--- config.mk ---
export PLATFORM = sky130hd
export DESIGN_NAME = cpc_ram
export DESIGN_NICKNAME = d
export VERILOG_FILES = /design/src/rtl/cpc_ram.sv
export SDC_FILE = /design/constraint.sdc
export NUM_CORES = 2
export LEC_CHECK = 0
export BUFFER_PORTS_ARGS = -buffer_cell sky130_fd_sc_hd__buf_4
export CORE_UTILIZATION = 40
export CTS_BUF_LIST = sky130_fd_sc_hd__clkbuf_4
export DETAILED_ROUTE_END_ITERATION = 12
export SLEW_MARGIN = 10
export SYNTH_ARGS = -nofsm -noshare
export SYNTH_HDL_FRONTEND = slang
export SYNTH_SLANG_ARGS = --single-unit
--- constraint.sdc ---
create_clock -name clk -period 2.3 [get_ports clk]
set_input_delay 0.23 -clock clk [delete_from_list [all_inputs] [get_ports clk]]
set_output_delay 0.23 -clock clk [all_outputs]
set_load 0.005 [all_outputs]
--- src/rtl/cpc_ram.sv ---
// ----------------------------------------------------------------------------
// cpc_ram
// Generic single write port, single read port RAM with a registered read.
// ----------------------------------------------------------------------------
module cpc_ram #(
  parameter int WIDTH = 8,
  parameter int DEPTH = 512
) (
  input  logic                     clk,
  input  logic                     wr_en,
  input  logic [$clog2(DEPTH)-1:0] wr_addr,
  input  logic [WIDTH-1:0]         wr_data,
  input  logic                     rd_en,
  input  logic [$clog2(DEPTH)-1:0] rd_addr,
  output logic [WIDTH-1:0]         rd_data
);

  logic [WIDTH-1:0] mem [DEPTH];

  always_ff @(posedge clk) begin
    if (wr_en) begin
      mem[wr_addr] <= wr_data;
    end
    if (rd_en) begin
      rd_data <= mem[rd_addr];
    end
  end

endmodule

# Yosys cells after proc, flatten, opt, wreduce, memory -nomap -nowiden
# Memories as Yosys holds them, arrays and structs flattened. A register that Yosys moved wholly into a read port is not among the register bits.
# Cells that the tools add are included.
# totals
reg_bits	0
ram_bits	4096
inputBits	29
word_cells	3
memories	1
# memory_table
name	words	width	read_ports	rd_clocked_by_memory_dff	write_ports	line	rtl
mem	512	8	1	1	1	18	logic [WIDTH-1:0] mem [DEPTH];
# classes
n_mux	2
# ops
cell	n
2-to-1 mux 1 bit	2

# Longest topological paths before layout
# depth
ltp_word	2
depth_mapped	12
depth_no_buf	7

# Least setup slack after synthesis
# OpenSTA, ideal clock, no wires.
# synth_timing
path_type	in2reg
startpoint	input port rd_addr[0]
endpoint	register rd_data[0] (read register of mem) (data pin)
setup_ns	0.257
arrival_ns	2.084
required_time_ns	2.043
setup_slack_ns	-0.041
cell_stages	10
n_path_buf	4
path_cell_list	buf_4 -> buf_12 -> buf_12 -> buf_2 -> mux4_2 -> o21ai_0 -> nand3_1 -> nand4_1 -> o21ai_0 -> o2111a_1
# synth_lines
element	line	rtl
start: declaration	14	input logic [$clog2(DEPTH)-1:0] rd_addr,
end: declaration	15	output logic [WIDTH-1:0] rd_data

# Final worst setup path
# layout_timing
startpoint	register rd_data[4] (read register of mem)
endpoint	output port rd_data[4]
# No word-level cell between the ends.

==> impl_results.md <==
* Outcome: finished with violations
* Failing checks: negative setup slack
* Nets at 10400
* Filler cell count at 32900
* Yosys warnings at 0
* Yosys top cell area share at 77.0%
* WL final at 448000 um
* Vias per Instance at 5.59
* Die W at 634 um
* RSZ-0062 raised after global routing: yes
* Crit-path slowest cell: edfxtp_1
* # Max-Cap Violations at 0
* First-pass GRT wire length at 644000 um
* Worst Hold Class: in -> reg
* Clock Pin Slew Worst Setup and Hold Paths at 0.07 ns
* Share of cells above drive strength 1 at 37.0%
* Pin count of the biggest net entering global routing at 138
* Crit path required time at 2.07 ns
* Top post-synthesis cells by area: edfxtp_1 (77%), mux4_2 (9.2%), mux2i_1 (5.0%), o221ai_1 (2.0%), nor2_1 (1.4%)
* Distinct cells, synth at 50
* Starting DRT DRC Count at 9670
* Worst Setup EP: rd_data[4]
* Post-Layout Cell Count at 16200
* Number of synthesized flops with an enable pin at 4104
* Synthesized flop and latch total at 4104
* Clk_lat worst skew at 1.65 ns
* Max clock buf depth at 5
* PwrDens at 785 nW/um^2
* DP HPWL at 292000 um
* Worst slew pin tran at 0.922 ns
* Crit Path Class: reg -> out
* Crit-path max cell delay at 0.73 ns
* Setup violations, final at 135
* Core ar. at 397000 um^2
* Clock sinks at 4104
* Max Clk Rate at 365 MHz
* Synth Flop Type: edfxtp_1
* Worst slew margin at 38.4%
* Std-Cell Rows at 231
* Routed WL per cell at 27.6 um
* Synth Area per Inst at 19.9 um^2
* Inserted Clock Buffers at 1102
* Register area share after synthesis at 77.0%
* Tcrit/Tclk final at 119%
* Most frequent cells in the layout: edfxtp_1 (4104), clkbuf_4 (1503), buf_4 (1407)
* Largest delay contributor family on the critical path: flip-flops
* Worst vdd ir at 467 uV
* Worst-path maximum fanout at 1
* Drt first pass iters at 5
* R2r endpoint: rd_data[4]$_DFFE_PP_
* PortBufs at 36
* Commonest non-fill, non-tap cell in the layout: edfxtp_1
* Die Y at 634 um
* Clock Skew at 0.149 ns
* Buf+Inv Stages, Crit Path at 1
* Inst Count DP at 14400
* Antenna violations before repair at 17
* Leak Pwr at 65.8 nW
* CTS tree: built
* Die ar. at 403000 um^2
* DRC Markers at 0
* Ports at 37
* Global placer's final weighted congestion at 0.894
* CP arrival at 2.51 ns
* Area leader, netlist: edfxtp_1
* H-tree lvl count at 7
* Crit Reg-Reg Startpoint: mem[439][4]$_DFFE_PP_
* Setup crit start kind: flop
* Final min period at 2.74 ns
* Final worst slack at -0.440 ns
* Asr flop ratio synth at 0%
* Critical-path cell list: buf_6
* Total power at 152 mW
* Post-Syn Instances at 8030
* CTS root buffer: clkbuf_4
* Total Routing Usage GR at 22.3%
* Slew Viols, Final at 0
* Number of global-route vias before repair at 93800
* Core Util, Final at 48.7%
* Net Count, Synth at 8059
* Hold Violations, Final at 0
* Layout area overhead at 20.9%
* CP startpoint: rd_data[4]$_DFFE_PP_
* R2r setup slk at -0.17 ns
* Reg2reg path depth at 7
* Post-Syn Area at 160000 um^2
* CP Capture Type: output port
* Crit path depth at 1
* DR vias at 90800
* Gr ovfl total at 0
* Initial core utilization at 40.3%
* Final ANT Viol Nets at 0
==> sequential cells by signal, indices dropped and copies added (netlist names) <==
name	flops
mem	4096
rd_data	8
==> where the power goes <==
group / switching (mW) / internal (mW) / total [mW]
clock network: 28.6 / 31.7 / 60.2
logic: 5.64 / 3.62 / 9.26
registers: 0.0690 / 82.3 / 82.4
==> metal layers <==
metal  track usage (%)  vias to the layer above  wire [um]
li1                  -                    38700          -
met1              29.2                    47100     178000
met2              36.0                     4249     218000
met3              5.19                      712      36700
met4              8.99                        0      14800
met5                 0                        -          0
==> what timing repair did <==
item,CTS,global route
hold buffers,68,1
buffers inserted,0,6
setup endpoints to repair,16,430
pin swaps,23,70
endpoints found under the hold margin,8208,14
resized for setup,102,129
==> cells in the mapped netlist, types with 2 or more instances <==
cell type     n
buf_8        11
o221ai_1    371
mux2i_1     797
buf_2        57
o22ai_1     163
and3b_1       4
o21ai_0     118
buf_1        41
a31oi_1       2
buf_4        70
nor2b_1       6
edfxtp_1   4104
o2111a_1      8
nor2_1      597
nor3_1      109
o41ai_1       7
a211o_1       2
or3_1         6
and3_1        4
inv_1         2
o311ai_0      5
nand4_1      32
mux4_2      654
a21oi_1     194
a2111oi_0     3
or2_2         4
nor4_1       36
buf_12        5
clkbuf_1    265
o211ai_1      2
nand2b_1      4
a22oi_1      61
a22o_1        5
nand2_1     111
and2_1       20
nor3b_1       8
a211oi_1     17
buf_6        64
o22a_1        3
nand3_1      36
o31ai_1      13
==> area by class of cell <==
| type | count | area (um^2) | area share [%] |
|---|---|---|---|
| sequential | 4104 | 123000 | 63.7 |
| multi-input combinational | 3410 | 35100 | 18.2 |
| timing repair buffer | 1704 | 15800 | 8.16 |
| clock buffer | 1503 | 11300 | 5.83 |
| tap | 5242 | 6560 | 3.39 |
| clock inverter | 254 | 1390 | 0.720 |
| antenna | 15 | 37.5 | 0.0194 |
| inverter | 3 | 18.8 | 0.00970 |
==> how the worst min path moves through the flow <==
| stage | slack, ns | cells after the start | from | to |
|---|---|---|---|---|
| CTS | 0.01 | 5 | wr_addr[8] | mem[365][1]$_DFFE_PP_ |
| global route | 0.004 | 6 | wr_addr[7] | mem[62][4]$_DFFE_PP_ |
| global placement | 0.63 | 1 | wr_data[5] | mem[402][5]$_DFFE_PP_ |
| detailed placement | 0.63 | 1 | wr_data[5] | mem[400][5]$_DFFE_PP_ |
| finish | 0.14 | 6 | wr_addr[7] | mem[63][7]$_DFFE_PP_ |
| floorplan | 0.33 | 0 | wr_data[0] | mem[0][0]$_DFFE_PP_ |
==> tightest hold or removal path: cells and delay by family <==
| family | cells | cell delay, ns |
|---|---|---|
| buffers and inverters | 3 | 1.06 |
| AND/OR/NAND/NOR | 3 | 0.33 |
==> cell families after synthesis <==
family                 synth area share (%)
muxes                                  14.2
and+or+nand+nor                        2.63
AOI/OAI and AO/OA                      4.31
buffers and inverters                  1.85
DFF                                    77.0
==> metrics by stage <==
stage | TNS (ns) | hold WS [ns] | setup slack [ns] | instance area, um^2
final | -7.57 | 0.139 | -0.440 | 193000
after floorplan | 0 | 0.329 | 0.0000897 | 160000
after global placement | -17.41 | 0.629 | -1.60 | 179000
after CTS | -30.76 | 0.0115 | -0.647 | 193000
after global routing | -4.41 | 0.00412 | -0.536 | 193000
after detailed placement | -15.25 | 0.634 | -1.55 | 179000
No activity file was read; power rests on OpenSTA's default activity.
